`src/rtl/fpa_pkg.sv`:
```
// Package: command codes and control types for the fixed-point ALU.
`timescale 1ns / 1ps
`default_nettype none
package fpa_pkg;
    localparam int CMD_BITS = 4;

    localparam logic [CMD_BITS-1:0] CMD_FROM_INT = 4'd0;
    localparam logic [CMD_BITS-1:0] CMD_TO_INT   = 4'd1;
    localparam logic [CMD_BITS-1:0] CMD_ROUND    = 4'd2;
    localparam logic [CMD_BITS-1:0] CMD_ADD      = 4'd3;
    localparam logic [CMD_BITS-1:0] CMD_SUB      = 4'd4;
    localparam logic [CMD_BITS-1:0] CMD_ADD_INT  = 4'd5;
    localparam logic [CMD_BITS-1:0] CMD_SUB_INT  = 4'd6;
    localparam logic [CMD_BITS-1:0] CMD_MUL      = 4'd7;
    localparam logic [CMD_BITS-1:0] CMD_DIV      = 4'd8;
    localparam logic [CMD_BITS-1:0] CMD_MUL_INT  = 4'd9;
    localparam logic [CMD_BITS-1:0] CMD_DIV_INT  = 4'd10;

    typedef struct packed {
        logic is_div;
        logic neg;
        logic dz;
    } fpa_ctl_t;
endpackage
`default_nettype wire

```
`src/rtl/fpa_front.sv`:
```
// Front stage: decodes the command, computes non-divide results, prepares divider operands.
`timescale 1ns / 1ps
`default_nettype none
module fpa_front #(
    parameter int FRAC_BITS = 14,
    parameter int WORD_BITS = 32,
    parameter int NUM_BITS  = WORD_BITS + FRAC_BITS
) (
    input  wire                           aclk,
    input  wire                           aresetn,
    input  wire                           in_valid,
    output logic                          in_ready,
    input  wire  [fpa_pkg::CMD_BITS-1:0]  command,
    input  wire  [31:0]                   operand_a,
    input  wire  [31:0]                   operand_b,
    input  wire  [3:0]                    round_shift,
    output logic                          out_valid,
    input  wire                           out_ready,
    output fpa_pkg::fpa_ctl_t             out_ctl,
    output logic [NUM_BITS-1:0]           out_num,
    output logic [WORD_BITS-1:0]          out_den,
    output logic [WORD_BITS-1:0]          out_other
);
    import fpa_pkg::*;

    logic                          valid_reg;
    fpa_ctl_t                      ctl_reg, ctl_next;
    logic [NUM_BITS-1:0]           num_reg, num_next;
    logic [WORD_BITS-1:0]          den_reg, den_next;
    logic [WORD_BITS-1:0]          other_reg, other_next;

    logic signed [WORD_BITS-1:0]   a_w, b_w;
    logic signed [2*WORD_BITS-1:0] prod;
    logic signed [63:0]            a64, b64, prod64, r64, mag, q, n64, nmag, dmag;
    logic [3:0]                    rs_eff;
    logic [5:0]                    fb;

    always_comb begin
        a_w    = operand_a[WORD_BITS-1:0];
        b_w    = operand_b[WORD_BITS-1:0];
        a64    = 64'(a_w);
        b64    = 64'(b_w);
        prod   = a_w * b_w;
        prod64 = 64'(prod);
        mag    = a64[63] ? -a64 : a64;
        rs_eff = (32'(round_shift) >= FRAC_BITS) ? 4'(FRAC_BITS - 1) : round_shift;
        fb     = 6'(FRAC_BITS) - 6'(rs_eff);
        q      = '0;
        unique case (command)
            CMD_FROM_INT: r64 = a64 <<< FRAC_BITS;
            CMD_TO_INT: begin
                q   = mag >> FRAC_BITS;
                r64 = a64[63] ? -q : q;
            end
            CMD_ROUND: begin
                q   = (mag + (64'sd1 << (fb - 6'd1))) >> fb;
                r64 = a64[63] ? -q : q;
            end
            CMD_ADD:     r64 = a64 + b64;
            CMD_SUB:     r64 = a64 - b64;
            CMD_ADD_INT: r64 = a64 + (b64 <<< FRAC_BITS);
            CMD_SUB_INT: r64 = a64 - (b64 <<< FRAC_BITS);
            CMD_MUL:     r64 = prod64 >>> FRAC_BITS;
            CMD_MUL_INT: r64 = prod64;
            default:     r64 = '0;
        endcase
        n64  = (command == CMD_DIV) ? (a64 <<< FRAC_BITS) : a64;
        nmag = n64[63] ? -n64 : n64;
        dmag = b64[63] ? -b64 : b64;

        ctl_next.is_div = (command == CMD_DIV) || (command == CMD_DIV_INT);
        ctl_next.neg    = a_w[WORD_BITS-1] ^ b_w[WORD_BITS-1];
        ctl_next.dz     = ctl_next.is_div && (b_w == '0);
        num_next        = nmag[NUM_BITS-1:0];
        den_next        = dmag[WORD_BITS-1:0];
        other_next      = r64[WORD_BITS-1:0];
    end

    assign in_ready = !valid_reg || out_ready;

    always_ff @(posedge aclk) begin
        if (!aresetn) begin
            valid_reg <= 1'b0;
        end else if (in_ready) begin
            valid_reg <= in_valid;
        end
        if (in_ready && in_valid) begin
            ctl_reg   <= ctl_next;
            num_reg   <= num_next;
            den_reg   <= den_next;
            other_reg <= other_next;
        end
    end

    assign out_valid = valid_reg;
    assign out_ctl   = ctl_reg;
    assign out_num   = num_reg;
    assign out_den   = den_reg;
    assign out_other = other_reg;
endmodule
`default_nettype wire

```
`config.mk`:
```
export PLATFORM = sky130hd
export DESIGN_NAME = fpa_front
export DESIGN_NICKNAME = d
export VERILOG_FILES = /design/src/rtl/fpa_pkg.sv /design/src/rtl/fpa_front.sv
export SDC_FILE = /design/constraint.sdc
export NUM_CORES = 2
export LEC_CHECK = 0
export BUFFER_PORTS_ARGS = -buffer_cell sky130_fd_sc_hd__buf_2
export CORE_MARGIN = 3
export CORE_UTILIZATION = 60
export DETAILED_ROUTE_END_ITERATION = 8
export PLACE_DENSITY = 0.79
export SETUP_SLACK_MARGIN = 0.1
export SYNTH_ARGS = -nofsm -noshare
export SYNTH_HDL_FRONTEND = slang
export SYNTH_SLANG_ARGS = --single-unit
```
`constraint.sdc`:
```
create_clock -name aclk -period 11.3 [get_ports aclk]
set_input_delay 2.26 -clock aclk [delete_from_list [all_inputs] [get_ports aclk]]
set_output_delay 2.26 -clock aclk [all_outputs]
set_load 0.01 [all_outputs]
```
==> impl_metrics.yaml <==
outcome:
  status: "finished with violations"
  violations: "DRC"
setup_path:
  crit_start: "operand_b[5]"
  required_ns: 11.43
  crit_path_start_kind: "primary input"
  cp_common_cell: "fa_1"
  end_kind: "flop"
  path_class: "primary input to flop"
  r2r-start: "out_valid$_SDFFE_PN0N_"
  r2r-end: "out_den[17]$_DFFE_PP_"
  rr_worst_depth: 3
  crit_fanout: 28
  endpoint: "out_other[22]$_DFFE_PP_"
  r2r_slack_ns: 8.93
  crit_arrival_ns: 10.77
  critPathMaxStageDelay_ns: 0.84
  crit_slowest_cell: "a221oi_1"
drt:
  drt-initial-drc-count: 4908
  drcViolationCount: 1
  wl_per_cell_um: 24.1
  detail-route-antenna-nets: 0
  vias: 42326
  wl_mm: 162
  vias_per_cell: 6.29
  drt_first_pass_iters: 9
synthesis:
  synthMostInstantiatedCell: "inv_1"
  ys_top_cells_by_count: "inv_1 (955), nand2_1 (929), fa_1 (797)"
  synth_area_um2: 46400
  ys_seq_area_share_pct: 7.36
  yosysUniqueCellTypes: 119
  synthFlopType: "edfxtp_1"
  synth_area_leader_cell: "fa_1"
  syn-mean-instance-area_um2: 8.19
  synth-seq-cells: 114
  ys_async_sr_fraction_pct: 0
  syn_inst: 5664
  synth-edff-count: 113
  ys_warn_count: 0
  ys_top_cells_by_area: "fa_1 (34%), inv_1 (7.7%), nand2_1 (7.5%)"
  yosysTopAreaCellShare_pct: 34.4
clock_tree:
  clock_path_buffers: 2
  cts_hold_buf: 0
  clock_latency_ns: 0.50
  cts_resized: 0
  cts.sinks: 114
  htree_levels: 4
  clk_pin_slew_ns: 0.06
  cts_buffers: 17
  cts_setup_buffers: 0
  root_buffer: "clkbuf_16"
  cts_tree: "built"
sta:
  max_freq_mhz: 94.0
  setup_ws_ns: 0.661
  hold_violations: 0
  relSlewSlack_pct: 19.0
  fin_crit_sh_pct: 94.2
  setup_viol: 0
  final_max_slew_viol_count: 0
  layout_min_cycle_time_ns: 10.64
  skew_ns: 0.0166
  tightest_slew_ns: 1.21
  tns_ns: 0
  fin_worst_hold_slack_ns: 0.540
  rsz0062_at_grt: "no"
grt:
  grt_start_max_net_pins: 81
  grt_pass1_vias: 42743
  grt_first_pass_wirelength_mm: 250
  track_usage_pct: 40.5
  grt-ovfl-total: 0
  antenna_found_initial: 27
worst_hold_path:
  hold_path.class: "flop to flop"
floorplanning:
  num_rows: 101
  start_util_pct: 60.9
  coreArea_um2: 76200
  pin_count: 191
  die_area_um2: 80700
  die_h_um: 284
  fp.dieW_um: 284
layout:
  multi_input_area_um2: 38100
  num-nets-final: 6823
  fill_cells: 6466
  drive_gt1_share_pct: 7.67
  finalCoreUtilization_pct: 64.1
  synthToLayoutAreaGrowth_pct: 5.37
  regArea_um2: 3410
place:
  io_buffers: 190
  place_hpwl_mm: 131
  dp_slack_ns: 0.501
  gp_congestion: 1.04
job:
  maxCapViolations: 0
through the flow:
| step | area, um^2 | std cells |
|---|---|---|
| after global routing | 48800 | 6719 |
| after CTS | 48800 | 6715 |
| final | 48900 | 6733 |
| after floorplan | 46500 | 5700 |
| after global placement | 48300 | 6683 |
| after detailed placement | 48300 | 6683 |
placed cells by master (no fill, tap or decap), drive strengths merged, types with 78 or more instances in the layout:
master,instances
o21ai,202
nor3,94
a21oi,208
xnor2,205
fa,797
inv,958
buf,306
nand2,930
xor2,124
nand3,78
nor2,264
and2,222
edfxtp,113
ha,278
worst min-delay path by stage:
stage                                 from                endpoint  slack (ns)  cells past startpoint
global route        out_valid$_SDFFE_PN0N_  out_valid$_SDFFE_PN0N_        0.60                      2
CTS                 out_valid$_SDFFE_PN0N_  out_valid$_SDFFE_PN0N_        0.54                      2
global placement    out_valid$_SDFFE_PN0N_  out_valid$_SDFFE_PN0N_        0.52                      2
finish              out_valid$_SDFFE_PN0N_  out_valid$_SDFFE_PN0N_        0.54                      2
detailed placement  out_valid$_SDFFE_PN0N_  out_valid$_SDFFE_PN0N_        0.53                      2
floorplan           out_valid$_SDFFE_PN0N_  out_valid$_SDFFE_PN0N_        0.61                      2
critical path, delay by kind of cell:
family                     cells  cell delay, ns
and+or+nand+nor                1            0.18
xor gates and xnor gates       1            0.14
AOI/OAI and AO/OA             10            2.75
adders and majority gates      9            4.38
buffers and inverters          7            1.01
registers in the layout (all words and copies together) (netlist names):
| signal | count |
|---|---|
| out_den | 32 |
| out_other | 32 |
| out_ctl | 3 |
| out_num | 46 |
| out_valid | 1 |
layout make-up:
class	instances	area share [%]
clock inverter	15	0.274
antenna	18	0.0922
inverter	956	7.34
tap	1030	2.64
clock buffer	17	0.871
multi-input combinational	4277	78.0
sequential	114	6.99
timing repair buffer	306	3.76
cell families (layout without fill, tap and decap cells):
kind of cell             after synthesis  count (layout)  synth area share (%)
AO/OA/AOI/OAI                        909             909                  13.5
XOR/XNOR                             329             329                  6.21
adder cells (fa/ha/maj)             1075            1075                  41.9
buffers and inverters               1309            1294                  10.8
flip-flops                           114             114                  7.36
multiplexers                          58              58                  1.39
other                                  1              55               0.00809
AND/OR/NAND/NOR                     1869            1869                  18.9
metal layers:
metal	vias up	GRT usage (%)	routed length, um
li1	18187	-	-
met1	20779	53.5	61100
met2	2800	60.6	69500
met3	540	13.5	22500
met4	20	18.5	8850
met5	-	0	148
Power is left out: the tool's default activity adds up to more than one toggle a clock period on the data nets, which glitch-free logic cannot reach.
