File: src/rtl/fpa_pkg.sv
// Package: command codes and control types for the fixed-point ALU.
`timescale 1ns / 1ps
`default_nettype none
package fpa_pkg;
    localparam int CMD_BITS = 4;

    localparam logic [CMD_BITS-1:0] CMD_FROM_INT = 4'd0;
    localparam logic [CMD_BITS-1:0] CMD_TO_INT   = 4'd1;
    localparam logic [CMD_BITS-1:0] CMD_ROUND    = 4'd2;
    localparam logic [CMD_BITS-1:0] CMD_ADD      = 4'd3;
    localparam logic [CMD_BITS-1:0] CMD_SUB      = 4'd4;
    localparam logic [CMD_BITS-1:0] CMD_ADD_INT  = 4'd5;
    localparam logic [CMD_BITS-1:0] CMD_SUB_INT  = 4'd6;
    localparam logic [CMD_BITS-1:0] CMD_MUL      = 4'd7;
    localparam logic [CMD_BITS-1:0] CMD_DIV      = 4'd8;
    localparam logic [CMD_BITS-1:0] CMD_MUL_INT  = 4'd9;
    localparam logic [CMD_BITS-1:0] CMD_DIV_INT  = 4'd10;

    typedef struct packed {
        logic is_div;
        logic neg;
        logic dz;
    } fpa_ctl_t;
endpackage
`default_nettype wire

File: src/rtl/fpa_out.sv
// Output stage: applies quotient sign and zero-divisor rule, holds the result transfer.
`timescale 1ns / 1ps
`default_nettype none
module fpa_out #(
    parameter int WORD_BITS = 32
) (
    input  wire                     aclk,
    input  wire                     aresetn,
    input  wire                     in_valid,
    output logic                    in_ready,
    input  wire fpa_pkg::fpa_ctl_t  in_ctl,
    input  wire  [WORD_BITS-1:0]    in_quot,
    input  wire  [WORD_BITS-1:0]    in_other,
    output logic                    out_valid,
    input  wire                     out_ready,
    output logic [31:0]             result,
    output logic                    divide_by_zero
);
    import fpa_pkg::*;

    logic                          valid_reg;
    logic [31:0]                   result_reg, result_next;
    logic                          dz_reg;
    logic signed [WORD_BITS-1:0]   res_w;

    always_comb begin
        if (!in_ctl.is_div) begin
            res_w = in_other;
        end else if (in_ctl.dz) begin
            res_w = '0;
        end else if (in_ctl.neg) begin
            res_w = -in_quot;
        end else begin
            res_w = in_quot;
        end
        result_next = 32'(res_w);
    end

    assign in_ready = !valid_reg || out_ready;

    always_ff @(posedge aclk) begin
        if (!aresetn) begin
            valid_reg <= 1'b0;
        end else if (in_ready) begin
            valid_reg <= in_valid;
        end
        if (in_ready && in_valid) begin
            result_reg <= result_next;
            dz_reg     <= in_ctl.dz;
        end
    end

    assign out_valid      = valid_reg;
    assign result         = result_reg;
    assign divide_by_zero = dz_reg;
endmodule
`default_nettype wire

File: config.mk
export PLATFORM = sky130hd
export DESIGN_NAME = fpa_out
export DESIGN_NICKNAME = d
export VERILOG_FILES = /design/src/rtl/fpa_pkg.sv /design/src/rtl/fpa_out.sv
export SDC_FILE = /design/constraint.sdc
export NUM_CORES = 1
export LEC_CHECK = 0
export BUFFER_PORTS_ARGS = -buffer_cell sky130_fd_sc_hd__buf_2
export CAP_MARGIN = 25
export CORE_ASPECT_RATIO = 1.4
export CORE_UTILIZATION = 50
export CTS_CLUSTER_SIZE = 10
export DETAILED_ROUTE_END_ITERATION = 10
export GPL_TIMING_DRIVEN = 0
export PLACE_DENSITY = 0.89
export SLEW_MARGIN = 40
export SYNTH_ARGS = -nofsm -noshare
export SYNTH_HDL_FRONTEND = slang
export SYNTH_SLANG_ARGS = --single-unit
File: constraint.sdc
create_clock -name aclk -period 5 [get_ports aclk]
set_input_delay 1 -clock aclk [delete_from_list [all_inputs] [get_ports aclk]]
set_output_delay 1 -clock aclk [all_outputs]
set_load 0.005 [all_outputs]
==> flow_metrics.tcl, run 1 <==
set metrics [dict create \
    via_count 2065 \
    cts_setup_buffers 0 \
    place_congestion 0.8736 \
    insertion_delay_ns 0.29 \
    areaGrowthSynthToFinish_pct 30.68 \
    wl_per_cell_um 16.01 \
    grt_antenna_before_repair 0 \
    grt_overflow 0 \
    fill_cells 369 \
    dp_slack_ns 1.931 \
    slew_headroom_pct 47.89 \
    core_area_um2 4204 \
    crit_arrival_ns 2.86 \
    hold_violations 0 \
    yosysMostFrequentCell "edfxtp_1" \
    path_buf_inv 2 \
    dieArea_um2 4636 \
    drv_cap 0 \
    hold_path.class "reg2reg" \
    setup_ws_ns 2.167 \
    port_buffers 104 \
    fin_setup_tns_ns 0 \
    largest_reg_flops 32 \
    timing.hold.ws_ns 0.5203 \
    synth_area_leaders "edfxtp_1 (45%), o2bb2ai_1 (11%), xor2_1 (9.2%), o31ai_1 (3.1%), nand2_1 (2.4%)" \
    yosys_warnings 0 \
    fmax_ghz 0.3530 \
    rsz0062_at_grt "false" \
    cp-start-kind "input port" \
    violations "design-rule violations" \
    ys_seq_area_share_pct 46.33 \
    r2r_slack_ns 3.56 \
    total_power_mw 0.7019 \
    grt_start_max_net_pins 34 \
    fin_worst_skew_ns 0.005870 \
    synth_cell_types 38 \
    drt-initial-drc-count 133 \
    grt_usage_pct 26.07 \
    dr.pass1.iters 8 \
    netlist_area_um2 2182 \
    path_clk_slew_ns 0.07 \
    cts.htree.levels 2 \
    cts_tree "done" \
    synthCells 199 \
    slowest_delay_ns 0.54 \
    ys_async_sr_fraction_pct 0 \
    cts_resized 0 \
    vias_per_cell 5.801 \
    fin_util_pct 67.83 \
    dieWidth_um 57.83 \
    worst-path-max-fanout 10 \
    ys_top_cells_by_count "edfxtp_1 (33), o2bb2ai_1 (27), xor2_1 (23)" \
    drc 7 \
    crit_path_cell_trace "buf_2 -> inv_1 -> ha_1 -> nor3b_2 -> nand4b_2 -> o41ai_1 -> xor2_1 -> o2bb2ai_1" \
    fin_cells 356 \
    fin_crit_ns 2.833 \
    vdd_drop_max_mv 0.1469 \
    worst_slew_pin_slew_ns 0.7817 \
    fin_crit_sh_pct 56.66 \
    drt-total-wl_um 5699 \
    setup_viol 0 \
    dp_cells 348 \
    crit_type "in2reg" \
    cts_buffers 5 \
    cts_root_buf "clkbuf_8" \
    status "finished with violations" \
    drive_above_1_share_pct 40.19 \
    worst_ep_required_time_ns 5.03 \
    powerDensity_nw_per_um2 246.2 \
    worst_path_max_delay_cell "o41ai_1" \
    std_cell_rows 28 \
    ant_nets 0 \
    syn_area_per_cell_um2 10.97 \
    grt_pass1_wl_um 9142 \
    cp_top_family "simple AND/OR/NAND/NOR gates" \
    placed_area_um2 2760 \
    synth_ff_type "edfxtp_1" \
    synth_edf_count 33 \
    ioPinCount 106 \
    end_kind "flop" \
    ys_ff_latch 34 \
    yosys.area.top_type_share_pct 45.41 \
    fin_area_um2 2851 \
    yosysTopAreaCell "edfxtp_1" \
    hold_buffers 0 \
    grt_pass1_vias 2123 \
    die_h_um 80.17 \
    leakagePower_nw 1.182 \
    initial_core_util_pct 51.90 \
    cts_buffer_depth 2 \
    drv_slew 0 \
    dp_hpwl_um 4362 \
    synth_fp_nets 271 \
    diodes 0 \
    final_nets 382 \
    clock_sinks 34 \
]
==> kinds of logic (layout without fill, tap and decap cells) <==
family | after synthesis | after routing | synth area share, %
DFF | 34 | 34 | 46.33
xor gates and xnor gates | 28 | 28 | 11.24
muxes | 3 | 3 | 1.376
buffers and inverters | 19 | 131 | 3.784
AOI/OAI and AO/OA | 58 | 58 | 21.62
adders and majority gates | 1 | 1 | 0.5733
and+or+nand+nor | 56 | 56 | 15.08
==> cells in the final DEF (no fill, tap or decap), types with 2 or more instances in the layout <==
cell type / instances
buf_2: 105
edfxtp_1: 33
o2bb2ai_1: 27
xor2_1: 23
nand2_1: 14
clkbuf_1: 9
o31ai_1: 9
inv_1: 8
nor3_1: 8
o21ai_0: 8
nor2_1: 7
clkbuf_8: 7
o41ai_1: 6
nand2b_1: 5
xnor2_1: 5
nor4_1: 4
nand3_1: 3
or3_1: 3
mux2i_1: 3
or2_2: 2
nor4_2: 2
o41ai_2: 2
a21oi_1: 2
==> worst min-delay path: cells and delay by family, from the launching register on <==
kind / cells / cell delay [ns]
AO/OA/AOI/OAI: 1 / 0.08
AND/OR/NAND/NOR: 1 / 0.09
flip-flops: 1 / 0.31
==> where the power goes <==
part	internal, mW	switching (mW)
combinational	0.0667	0.0777
sequential	0.340	0.00492
clock	0.111	0.101
total	0.518	0.184
==> path summary, 6_finish.rpt <==
kind | depth (start not counted) | from | endpoint
worst max register to register | 2 | out_valid | result[30]
worst min register to register | 2 | out_valid | out_valid
worst min-delay path | 2 | out_valid | out_valid
worst max-delay path | 8 | in_quot[0] | result[18]
==> per-layer routing <==
| layer | global-route usage, % | vias to the layer above | wire length, um |
|---|---|---|---|
| met5 | 0 | - | 0 |
| met4 | 10.95 | 0 | 149 |
| met3 | 4.831 | 15 | 361 |
| met2 | 50.69 | 83 | 3197 |
| met1 | 26.21 | 975 | 1990 |
| li1 | - | 992 | - |
==> cell type report <==
type	count	area (um2)	area share (%)
plain buffers	10	48.80	1.711
clock buffers	7	86.33	3.028
multi-input cells	146	1090	38.22
well taps	45	56.30	1.975
inverters	9	33.78	1.185
clock inverters	1	5.005	0.1755
repair buffers	104	520.5	18.25
flip-flops and latches	34	1011	35.45
Note: power is estimated with default switching activity, not from simulation.
==> run 2: changes to the inputs <==
Settings changed: CORE_UTILIZATION 50 to 46, PLACE_DENSITY 0.89 to 0.83.
Clock period 5 ns to 2.8 ns, I/O delays scaled along.
==> run 2 against run 1 <==
The run now ends clean. Final cell count up 4.8%. Combinational power up 80%. Flip-flop and latch count unchanged. Clock skew up 0.00099 ns. First-iteration DRC count down 44%. Global-route usage down 2.5 points. Die area up 8.4%. Critical endpoint unchanged.
==> flow_metrics.tcl, run 2 (same netlist as run 1, synthesis figures left out) <==
set metrics [dict create \
    drv_slew 0 \
    slew_headroom_pct 47.18 \
    dieArea_um2 5027 \
    status "finished, final reports clean" \
    holdPathStages 2 \
    clock_sinks 34 \
    place_congestion 0.8268 \
    fin_crit_sh_pct 83.65 \
    drt-initial-drc-count 74 \
    std_cell_rows 29 \
    fin_area_um2 2864 \
    cts_resized 0 \
    multi_input_area_um2 1090 \
    timing.hold.ws_ns 0.5141 \
    fill_cells 424 \
    wl_per_cell_um 15.38 \
    rsz0062_at_grt "false" \
    path_buf_inv 2 \
    diodes 0 \
    ant_nets 0 \
    cts_setup_buffers 0 \
    grt_antenna_before_repair 0 \
    dieWidth_um 60.21 \
    end_kind "flop" \
    vias_per_cell 5.534 \
    fin_util_pct 63.14 \
    fin_setup_tns_ns 0 \
    die_h_um 83.50 \
    crit_arrival_ns 2.37 \
    drive_above_1_share_pct 40.19 \
    final_nets 382 \
    dp_hpwl_um 4323 \
    drv_cap 0 \
    cts_buffers 5 \
    hold_buffers 0 \
    grt_usage_pct 23.55 \
    cp.depth 8 \
    worst_path_max_delay_cell "o41ai_1" \
    dp_slack_ns 0.1455 \
    path_clk_slew_ns 0.07 \
    insertion_delay_ns 0.29 \
    grt_start_max_net_pins 34 \
    vdd_drop_max_mv 0.2110 \
    layout_commonest_cell "buf_2" \
    drc 0 \
    drt-total-wl_um 5736 \
    setup_ws_ns 0.4578 \
    worst_slew_pin_slew_ns 0.7923 \
    fmax_ghz 0.4270 \
    placed_area_um2 2781 \
    grt_overflow 0 \
    grt_pass1_vias 2012 \
    worst_ep_required_time_ns 2.83 \
    powerDensity_nw_per_um2 430.9 \
    slowest_delay_ns 0.49 \
    ff_latch_area_um2 1011 \
    cp_top_family "simple AND/OR/NAND/NOR gates" \
    fin_worst_skew_ns 0.006859 \
    dr.pass1.iters 4 \
    cts_tree "done" \
    via_count 2064 \
    areaGrowthSynthToFinish_pct 31.25 \
    ioPinCount 106 \
    setup_viol 0 \
    cp-start-kind "input port" \
    crit_path_cell_trace "buf_2 -> inv_1 -> ha_1 -> nor3b_2 -> nand4b_2 -> o41ai_1 -> xor2_1 -> o2bb2ai_1" \
    hold_path.class "in2reg" \
    total_power_mw 1.234 \
    fin_crit_ns 2.342 \
    port_buffers 104 \
    cts_root_buf "clkbuf_8" \
    hold_violations 0 \
    grt_pass1_wl_um 8832 \
    dp_cells 365 \
    initial_core_util_pct 48.11 \
    fin_cells 373 \
    largest_reg_flops 32 \
    leakagePower_nw 1.179 \
    crit_type "in2reg" \
    rr_worst_depth 2 \
    cts_buffer_depth 2 \
    worst-path-max-fanout 10 \
    core_area_um2 4536 \
    cts.htree.levels 2 \
    final_cell_mix "buf_2 (105), edfxtp_1 (33), o2bb2ai_1 (27)" \
]
## run 2: cell types whose count changed in the layout (fill, tap and decap cells not counted)
cell      change
clkbuf_8      -1
clkinv_2      +1
## run 2: final timing paths
path                                  from          to  slack (ns)
worst min-delay path               aresetn   out_valid        0.51
worst max-delay path            in_quot[0]  result[18]        0.46
worst min register to register   out_valid   out_valid        0.52
worst max register to register   out_valid   result[2]        1.35
## run 2: metal layers
metal / track usage (%) / wire (um)
met1: 27.16 / 2167
met2: 39.86 / 3055
met3: 4.341 / 371
met4: 11.84 / 141
met5: 0 / 0
## run 2: report_power, final
part           total (mW)  internal (mW)  switching [mW]
registers           0.616          0.607         0.00844
logic               0.259          0.119           0.140
clock network       0.360          0.172           0.188
## run 2: cell type report
class / instances / area share [%]
flip-flops and latches: 34 / 35.30
clock buffers: 6 / 2.534
inverters: 9 / 1.180
multi-input cells: 146 / 38.05
plain buffers: 10 / 1.704
clock inverters: 2 / 0.3495
repair buffers: 104 / 18.17
well taps: 62 / 2.709
