===== config.mk =====
export PLATFORM = sky130hd
export DESIGN_NAME = fpa_div_cell
export DESIGN_NICKNAME = d
export VERILOG_FILES = /design/src/rtl/fpa_pkg.sv /design/src/rtl/fpa_div_cell.sv
export SDC_FILE = /design/constraint.sdc
export NUM_CORES = 1
export LEC_CHECK = 0
export BUFFER_PORTS_ARGS = -buffer_cell sky130_fd_sc_hd__clkbuf_2
export CELL_PAD_IN_SITES_DETAIL_PLACEMENT = 0
export CELL_PAD_IN_SITES_GLOBAL_PLACEMENT = 1
export CORE_ASPECT_RATIO = 1.25
export CORE_MARGIN = 5
export CORE_UTILIZATION = 33
export CTS_CLUSTER_DIAMETER = 60
export DETAILED_ROUTE_END_ITERATION = 7
export PLACE_DENSITY = 0.88
export SLEW_MARGIN = 30
export SYNTH_ARGS = -nofsm -noshare
export SYNTH_HDL_FRONTEND = slang
export SYNTH_SLANG_ARGS = --single-unit

===== constraint.sdc =====
create_clock -name aclk -period 5.25 [get_ports aclk]
set_input_delay 1.05 -clock aclk [delete_from_list [all_inputs] [get_ports aclk]]
set_output_delay 1.05 -clock aclk [all_outputs]
set_load 0.1 [all_outputs]

===== src/rtl/fpa_pkg.sv =====
// Package: command codes and control types for the fixed-point ALU.
`timescale 1ns / 1ps
`default_nettype none
package fpa_pkg;
    localparam int CMD_BITS = 4;

    localparam logic [CMD_BITS-1:0] CMD_FROM_INT = 4'd0;
    localparam logic [CMD_BITS-1:0] CMD_TO_INT   = 4'd1;
    localparam logic [CMD_BITS-1:0] CMD_ROUND    = 4'd2;
    localparam logic [CMD_BITS-1:0] CMD_ADD      = 4'd3;
    localparam logic [CMD_BITS-1:0] CMD_SUB      = 4'd4;
    localparam logic [CMD_BITS-1:0] CMD_ADD_INT  = 4'd5;
    localparam logic [CMD_BITS-1:0] CMD_SUB_INT  = 4'd6;
    localparam logic [CMD_BITS-1:0] CMD_MUL      = 4'd7;
    localparam logic [CMD_BITS-1:0] CMD_DIV      = 4'd8;
    localparam logic [CMD_BITS-1:0] CMD_MUL_INT  = 4'd9;
    localparam logic [CMD_BITS-1:0] CMD_DIV_INT  = 4'd10;

    typedef struct packed {
        logic is_div;
        logic neg;
        logic dz;
    } fpa_ctl_t;
endpackage
`default_nettype wire


===== src/rtl/fpa_div_cell.sv =====
// Divider cell: one restoring quotient bit per stage, carries the rest of the item along.
`timescale 1ns / 1ps
`default_nettype none
module fpa_div_cell #(
    parameter int WORD_BITS = 32,
    parameter int NUM_BITS  = 46
) (
    input  wire                     aclk,
    input  wire                     aresetn,
    input  wire                     in_valid,
    output logic                    in_ready,
    input  wire fpa_pkg::fpa_ctl_t  in_ctl,
    input  wire  [WORD_BITS-1:0]    in_rem,
    input  wire  [NUM_BITS-1:0]     in_num,
    input  wire  [WORD_BITS-1:0]    in_quot,
    input  wire  [WORD_BITS-1:0]    in_den,
    input  wire  [WORD_BITS-1:0]    in_other,
    output logic                    out_valid,
    input  wire                     out_ready,
    output fpa_pkg::fpa_ctl_t       out_ctl,
    output logic [WORD_BITS-1:0]    out_rem,
    output logic [NUM_BITS-1:0]     out_num,
    output logic [WORD_BITS-1:0]    out_quot,
    output logic [WORD_BITS-1:0]    out_den,
    output logic [WORD_BITS-1:0]    out_other
);
    import fpa_pkg::*;

    logic                   valid_reg;
    fpa_ctl_t               ctl_reg;
    logic [WORD_BITS-1:0]   rem_reg, rem_next;
    logic [NUM_BITS-1:0]    num_reg;
    logic [WORD_BITS-1:0]   quot_reg, quot_next;
    logic [WORD_BITS-1:0]   den_reg;
    logic [WORD_BITS-1:0]   other_reg;
    logic [WORD_BITS:0]     rem_sh, diff;
    logic                   ge;

    always_comb begin
        rem_sh    = {in_rem, in_num[NUM_BITS-1]};
        diff      = rem_sh - {1'b0, in_den};
        ge        = !diff[WORD_BITS];
        rem_next  = ge ? diff[WORD_BITS-1:0] : rem_sh[WORD_BITS-1:0];
        quot_next = {in_quot[WORD_BITS-2:0], ge};
    end

    assign in_ready = !valid_reg || out_ready;

    always_ff @(posedge aclk) begin
        if (!aresetn) begin
            valid_reg <= 1'b0;
        end else if (in_ready) begin
            valid_reg <= in_valid;
        end
        if (in_ready && in_valid) begin
            ctl_reg   <= in_ctl;
            rem_reg   <= rem_next;
            num_reg   <= in_num << 1;
            quot_reg  <= quot_next;
            den_reg   <= in_den;
            other_reg <= in_other;
        end
    end

    assign out_valid = valid_reg;
    assign out_ctl   = ctl_reg;
    assign out_rem   = rem_reg;
    assign out_num   = num_reg;
    assign out_quot  = quot_reg;
    assign out_den   = den_reg;
    assign out_other = other_reg;
endmodule
`default_nettype wire


==> results of run 1 <==
-- flip-flops by register name, indices dropped and copies added, names as in the netlist --
signal	cells
out_ctl	3
out_valid	1
out_den	32
out_quot	32
out_rem	32
out_other	32
out_num	45
-- cells in the final DEF (no fill, tap or decap), drive strengths merged, types with 3 or more instances in the layout --
cell	n
and2	3
nand3	9
buf	3
xnor2	15
nor3	3
a21boi	5
nand2	47
a21oi	31
mux2	18
o21bai	5
nand2b	5
xor2	9
nor2	23
and3	6
o211ai	7
clkinv	5
ha	32
o21ai	27
o21a	5
a21o	15
inv	47
a211oi	4
o31ai	4
clkbuf	374
edfxtp	176
nor2b	5
nand4	5
-- area by class of cell --
| cell class | instances | area [µm²] | area share, % |
|---|---|---|---|
| diodes | 1 | 2.50 | 0.0239 |
| clock buffers | 17 | 425 | 4.06 |
| clock inverters | 15 | 168 | 1.60 |
| inverters | 40 | 150 | 1.43 |
| multi-input cells | 308 | 2240 | 21.4 |
| flip-flops and latches | 177 | 5310 | 50.7 |
| well taps | 288 | 360 | 3.44 |
| repair buffers | 360 | 1820 | 17.4 |
-- power groups by stage --
stage               Sequential (mW)  Combinational, mW  Clock (mW)
finish                         1.71               1.27        1.26
detailed placement             1.74               1.28           0
floorplan                      2.46              0.317           0
global route                   1.72               1.34        1.36
CTS                            1.71               1.29        1.29
global placement               1.74               1.27           0
-- per-layer routing --
layer	up-vias	wire (µm)	part of all wire, %	track usage, %
li1	2754	-	-	-
met1	2721	8170	36	17.0
met2	234	12300	54	31.4
met3	25	1700	7.5	5.16
met4	0	489	2.2	5.82
met5	-	0	0	0
-- worst max-delay path, stage by stage --
cell and delay (ns):
clkbuf_2 0.14, inv_1 0.06, ha_1 0.35, a21oi_2 0.26, o211ai_1 0.13, a221o_1 0.35
a211o_1 0.34, o211ai_1 0.28, o211ai_4 0.12, inv_2 0.50, mux2_4 0.35
-- cell families (layout without fill, tap and decap cells) --
logic type | count (synthesis) | in the layout | synth area share [%]
flops | 177 | 177 | 68.2
compound gates | 118 | 118 | 10.1
simple gates | 113 | 113 | 6.80
buf+inv | 58 | 432 | 3.10
fa+ha+maj | 33 | 33 | 5.40
xor+xnor | 24 | 24 | 2.70
mux | 19 | 19 | 3.60
other cells | 1 | 2 | 0.0482
-- worst min path at each step --
| stage | slack [ns] | depth (start not counted) | endpoint | from |
|---|---|---|---|---|
| finish | 0.57 | 2 | out_valid$_SDFFE_PN0N_ | out_valid$_SDFFE_PN0N_ |
| global placement | 0.55 | 2 | out_valid$_SDFFE_PN0N_ | out_valid$_SDFFE_PN0N_ |
| detailed placement | 0.56 | 2 | out_valid$_SDFFE_PN0N_ | out_valid$_SDFFE_PN0N_ |
| global route | 0.60 | 2 | out_valid$_SDFFE_PN0N_ | out_valid$_SDFFE_PN0N_ |
| CTS | 0.57 | 2 | out_valid$_SDFFE_PN0N_ | out_valid$_SDFFE_PN0N_ |
| floorplan | 1.15 | 0 | out_ctl[0]$_DFFE_PP_ | in_ctl[0] |
==> summary.txt, run 1 <==
Timing
  • Worst Slack Setup Final: 1.46 ns
  • Final TNS setup: 0 ns
  • Slew @ Worst Pin: slightly above 0.8 ns
  • Max Fclk: 264 MHz
  • Finish-stage setup viols: 0
  • Worst hold slack: 0.566 ns
  • Fin crit period: between 3 and 4 ns
  • Final hold vios: 0
  • Fin. max-slew vios: 0
  • RSZ-0062 raised after global routing: false
  • Clock Skew: just over 0.008 ns
  • Fin crit share: 72.1%
  • Slew headroom: between 40% and 50%

Global routing
  • Vias in the first global route: slightly below 6k
  • GRT Resource Usage Total: between 10% and 20%
  • First-pass GRT wire length: 33.6 mm
  • Largest net degree at the start of global routing: 78
  • Initial antenna violation count: 1
  • Global route total overflow: 0

Finish
  • Final net count: 1,118
  • Layout cells sized above 1: a little under half
  • Fill count: 2,120
  • Non-Filler Instances: 1,206
  • Fin area: 10,500 µm²
  • Area growth from synthesis to layout: 34.6%
  • Final Core Density: 45.3%

Synth
  • Synth Register Bits: 177
  • Cell taking the most area after synthesis: edfxtp_1
  • Synth top area share: about two thirds
  • Syn Inst Count: about 540
  • Mapped Area: 7780 µm²
  • Syn Area/Cell: 14.3 µm²
  • Post-Syn Nets: 757
  • Largest cells by area after synthesis: edfxtp_1 (68%), ha_1 (5.1%), mux2_4 (3.5%), nand2_1 (2.3%), inv_1 (1.9%)
  • Most instantiated cells after synthesis: edfxtp_1 (176), nand2_1 (47), inv_1 (39)
  • YS warnings: 0
  • Sequential fraction of the synthesis area: between 60% and 70%
  • Post-synth EDFFs: 176
  • Most instantiated library cell after synthesis: edfxtp_1
  • Cell variety after synth: 53
  • Most used DFF post-synth: edfxtp_1
  • Async S/R FF share, synth: 0%

Routing
  • Avg WL per Cell: ~19 µm
  • DRC viols: 0
  • Average via count per standard cell: about 4.8
  • Pre-antenna DRT Iters: 5
  • Detail Route Antenna Nets: 0
  • DR vias: 5,734
  • Post-Route WL: ~23 mm
  • Initial DRC Count: 317

CTS
  • CTS tree: built
  • H-Tree Depth: 4
  • Hold Buf Count CTS: 0
  • Clk slew on worst S/H paths: 0.07 ns
  • Setup bufs post-CTS: 0
  • CTS Buf Count: 17
  • Post-CTS resize count: 0
  • Clk Latency, worst-skew pair: 0.43 ns
  • Max Buffers Root-to-Sink: 2
  • CTS sink cnt: 177
  • Clock root buffer: clkbuf_16

Power
  • Switch share: 38.1%
  • Max IR drop VDD: roughly 240 µV
  • Sw Pwr: 1.62 mW
  • P_leak: between 4 and 5 nW
  • Sequential share of power: just over 40%
  • Clock share of power: 29.7%
  • Pwr Density: 405 nW/µm²
  • P_int: 2.63 mW
  • Combinational power share: 30.0%
  • Total chip power: roughly 4.2 mW

Placed design
  • Pre-CTS worst setup slack: around 0.95 ns
  • Port Buffers: 357
  • DP Cell Count: 1,173
  • Hpwl dp: ~18 mm
  • RD Place Congestion: roughly 0.89
  • Placed Area: 9870 µm²

Floorplanning
  • Core ar.: around 23,000 µm²
  • IO Count: between 300 and 400
  • Die H: around 180 µm
  • Initial core utilization: 33.7%
  • Die Wd: 147 µm
  • Row cnt: 62
  • Total die area: between 20,000 and 30,000 µm²

Critical path
  • R2r setup slk: around 3.2 ns
  • Crit path capture type: flip-flop
  • Crit path capture: out_rem[20]$_DFFE_PP_
  • Worst reg2reg path startpoint: out_valid$_SDFFE_PN0N_
  • RR Endpoint: out_den[19]$_DFFE_PP_
  • FF-to-FF path depth: 3
  • Critical path class: in -> reg
  • Critical Path AT: 3.96 ns
  • Crit-path max FO: 20
  • Critical path startpoint: in_den[13]
  • CP Data Required Time: 5.43 ns
  • Startpoint types: primary input

Flow run
  • Max-cap violations: 0

Run status
  • Run status: complete, no violations

Hold path
  • Hold Crit Class: reg -> reg
(Power assumes the default switching activity.)
==> inputs of run 2 (changes only) <==
- CORE_UTILIZATION: 33 -> 36
- PLACE_DENSITY: 0.88 -> 0.91
- clock period: 5.25 -> 3.9 ns (I/O delays scaled with it)
==> run 2 against run 1 <==
Sequential share of layout area decreased by 0.28 points; largest cell class unchanged; global-route usage increased by 2.4 points; non-clock buffer count increased by 7; sequential power increased by 35%; final cell count decreased by 0.17%; register-to-register slack got worse by 1.1 ns; clock skew increased by 0.0047 ns; first-iteration DRC count increased by 4.7%; clock power increased by 37%.
==> summary.txt, run 2 (synthesized netlist as in run 1, its figures left out) <==
Floorplanning
  • Die H: 174 µm
  • IO Count: 360
  • Die Wd: 141 µm
  • Total die area: 24,700 µm²
  • Row cnt: 60
  • Core ar.: 21,400 µm²
  • Initial core utilization: 36.4%

Power
  • Pwr Density: 548 nW/µm²
  • Max IR drop VDD: 296 µV
  • P_leak: 4.80 nW

Placed design
  • RD Place Congestion: 0.865
  • Port Buffers: 357
  • Hpwl dp: between 15 and 20 mm
  • DP Cell Count: 1,171

Timing
  • Slew @ Worst Pin: 0.665 ns
  • Max Fclk: between 300 and 400 MHz
  • Fin crit share: 83.6%
  • RSZ-0062 raised after global routing: false
  • Fin crit period: ~3.3 ns
  • Clock Skew: 0.0130 ns
  • Fin. max-slew vios: 0
  • Final TNS setup: 0 ns
  • Final hold vios: 0
  • Slew headroom: 55.8%
  • Finish-stage setup viols: 0
  • Worst hold slack: 0.524 ns

Global routing
  • Global route total overflow: 0
  • Largest net degree at the start of global routing: 68
  • First-pass GRT wire length: 35.1 mm
  • Initial antenna violation count: 3
  • Vias in the first global route: 5,956
  • GRT Resource Usage Total: 19.0%

Finish
  • Most frequent cells in the layout: clkbuf_2 (357), edfxtp_1 (176), nand2_1 (47)
  • Final net count: 1,125
  • Area growth from synthesis to layout: 35.3%
  • Non-Filler Instances: between 1k and 1.5k
  • Most common cell after layout, fill and taps aside: clkbuf_2
  • Layout cells sized above 1: a little under half
  • Max reg flops: 45

Critical path
  • R2r setup slk: 2.07 ns
  • RR Endpoint: out_den[8]$_DFFE_PP_
  • Crit path max-delay family: compound AO/OA/AOI/OAI gates
  • Ordered list of cells on the worst path: clkbuf_2 -> inv_1 -> ha_1 -> fa_1 -> nand2b_1 -> a21oi_1 -> o211ai_1 -> a21oi_1 -> o21a_1 -> o211ai_4 -> inv_2 -> buf_12 -> mux2_4
  • FF-to-FF path depth: 3
  • Critical path startpoint: in_num[45]
  • Critical Path AT: between 3 and 4 ns
  • Startpoint types: primary input
  • CP Data Required Time: approximately 4.1 ns
  • Critical path class: in -> reg
  • Slowest CP cell: fa_1
  • Critical path buffers and inverters: 4
  • Worst reg2reg path startpoint: out_valid$_SDFFE_PN0N_
  • Slowest stage delay, CP: 0.40 ns
  • Crit-path max FO: 15
  • Crit-path most repeated cell: a21oi_1
  • Crit path capture type: flip-flop

Run status
  • Run status: complete, no violations

Routing
  • Wl on met1: roughly 8.5 mm
  • Met3 WL: about 2.9 mm
  • DR vias: 5,833
  • DRC viols: 0
  • DR WL met2: 12.2 mm
  • Post-Route WL: between 20 and 25 mm
  • Pre-antenna DRT Iters: 5
  • Max Used Layer: met5
  • Average via count per standard cell: 4.84
  • Initial DRC Count: approximately 330
  • Detail Route Antenna Nets: 0
  • Avg WL per Cell: ~20 µm

Hold path
  • Hold path depth: 1
  • Hold Crit Class: in -> reg
  • Worst Hold Path EP: out_other[29]$_DFFE_PP_
  • Min-delay src: in_other[29]

CTS
  • Setup bufs post-CTS: 0
  • CTS sink cnt: 177
  • Hold Buf Count CTS: 0
  • Post-CTS resize count: 0
  • CTS Buf Count: 17
  • Clk Latency, worst-skew pair: around 0.42 ns
  • Clk slew on worst S/H paths: 0.08 ns
  • CTS tree: built
  • Max Buffers Root-to-Sink: 2
  • H-Tree Depth: 4
  • Clock root buffer: clkbuf_16

Flow run
  • Max-cap violations: 0
[run 2: cell types whose count changed in the layout (fill, tap and decap cells not counted), sizes merged]
cell      before  now
buf            3   10
inv           47   50
clkinvlp       2    0
bufinv         1    0
clkbuf       374  375
clkinv         5    4
[run 2: how the worst max path moves through the flow]
stage / end / slack (ns) / cells after the start
global route: out_rem[26]$_DFFE_PP_ / 0.48 / 12
detailed placement: out_rem[14]$_DFFE_PP_ / 0.18 / 13
CTS: out_rem[14]$_DFFE_PP_ / 0.62 / 13
floorplan: out_ctl[0]$_DFFE_PP_ / 0.49 / 2
finish: out_rem[14]$_DFFE_PP_ / 0.64 / 13
global placement: out_rem[21]$_DFFE_PP_ / 0.19 / 13
[run 2: cell type report]
class / count / area, µm²
multi-input cells: 308 / 2240
flip-flops and latches: 177 / 5310
repair buffers: 367 / 1900
clock buffers: 18 / 429
well taps: 279 / 349
diodes: 1 / 2.50
fillers: 1909 / 10900
inverters: 40 / 150
clock inverters: 14 / 155
[run 2: through the flow]
stage	worst slack [ns]	power [mW]	utilization (%)	area (µm²)
after global placement	0.192	4.08	46.5	9940
after global routing	0.483	5.99	49.2	10500
final	0.638	5.77	49.2	10500
after CTS	0.621	5.82	49.2	10500
after detailed placement	0.175	4.10	46.5	9940
after floorplan	0.485	3.73	-	7780
[run 2: metal layers]
metal | vias up | global-route usage, %
met5 | - | 0
met4 | 4 | 6.52
met3 | 33 | 8.48
met2 | 277 | 33.0
met1 | 2752 | 20.3
li1 | 2767 | -
[run 2: power by group]
| part | internal [mW] | leakage, nW | switching [mW] |
|---|---|---|---|
| logic | 0.374 | 2.80 | 1.37 |
| registers | 2.27 | 1.71 | 0.0351 |
| clock network | 0.868 | 0.289 | 0.850 |
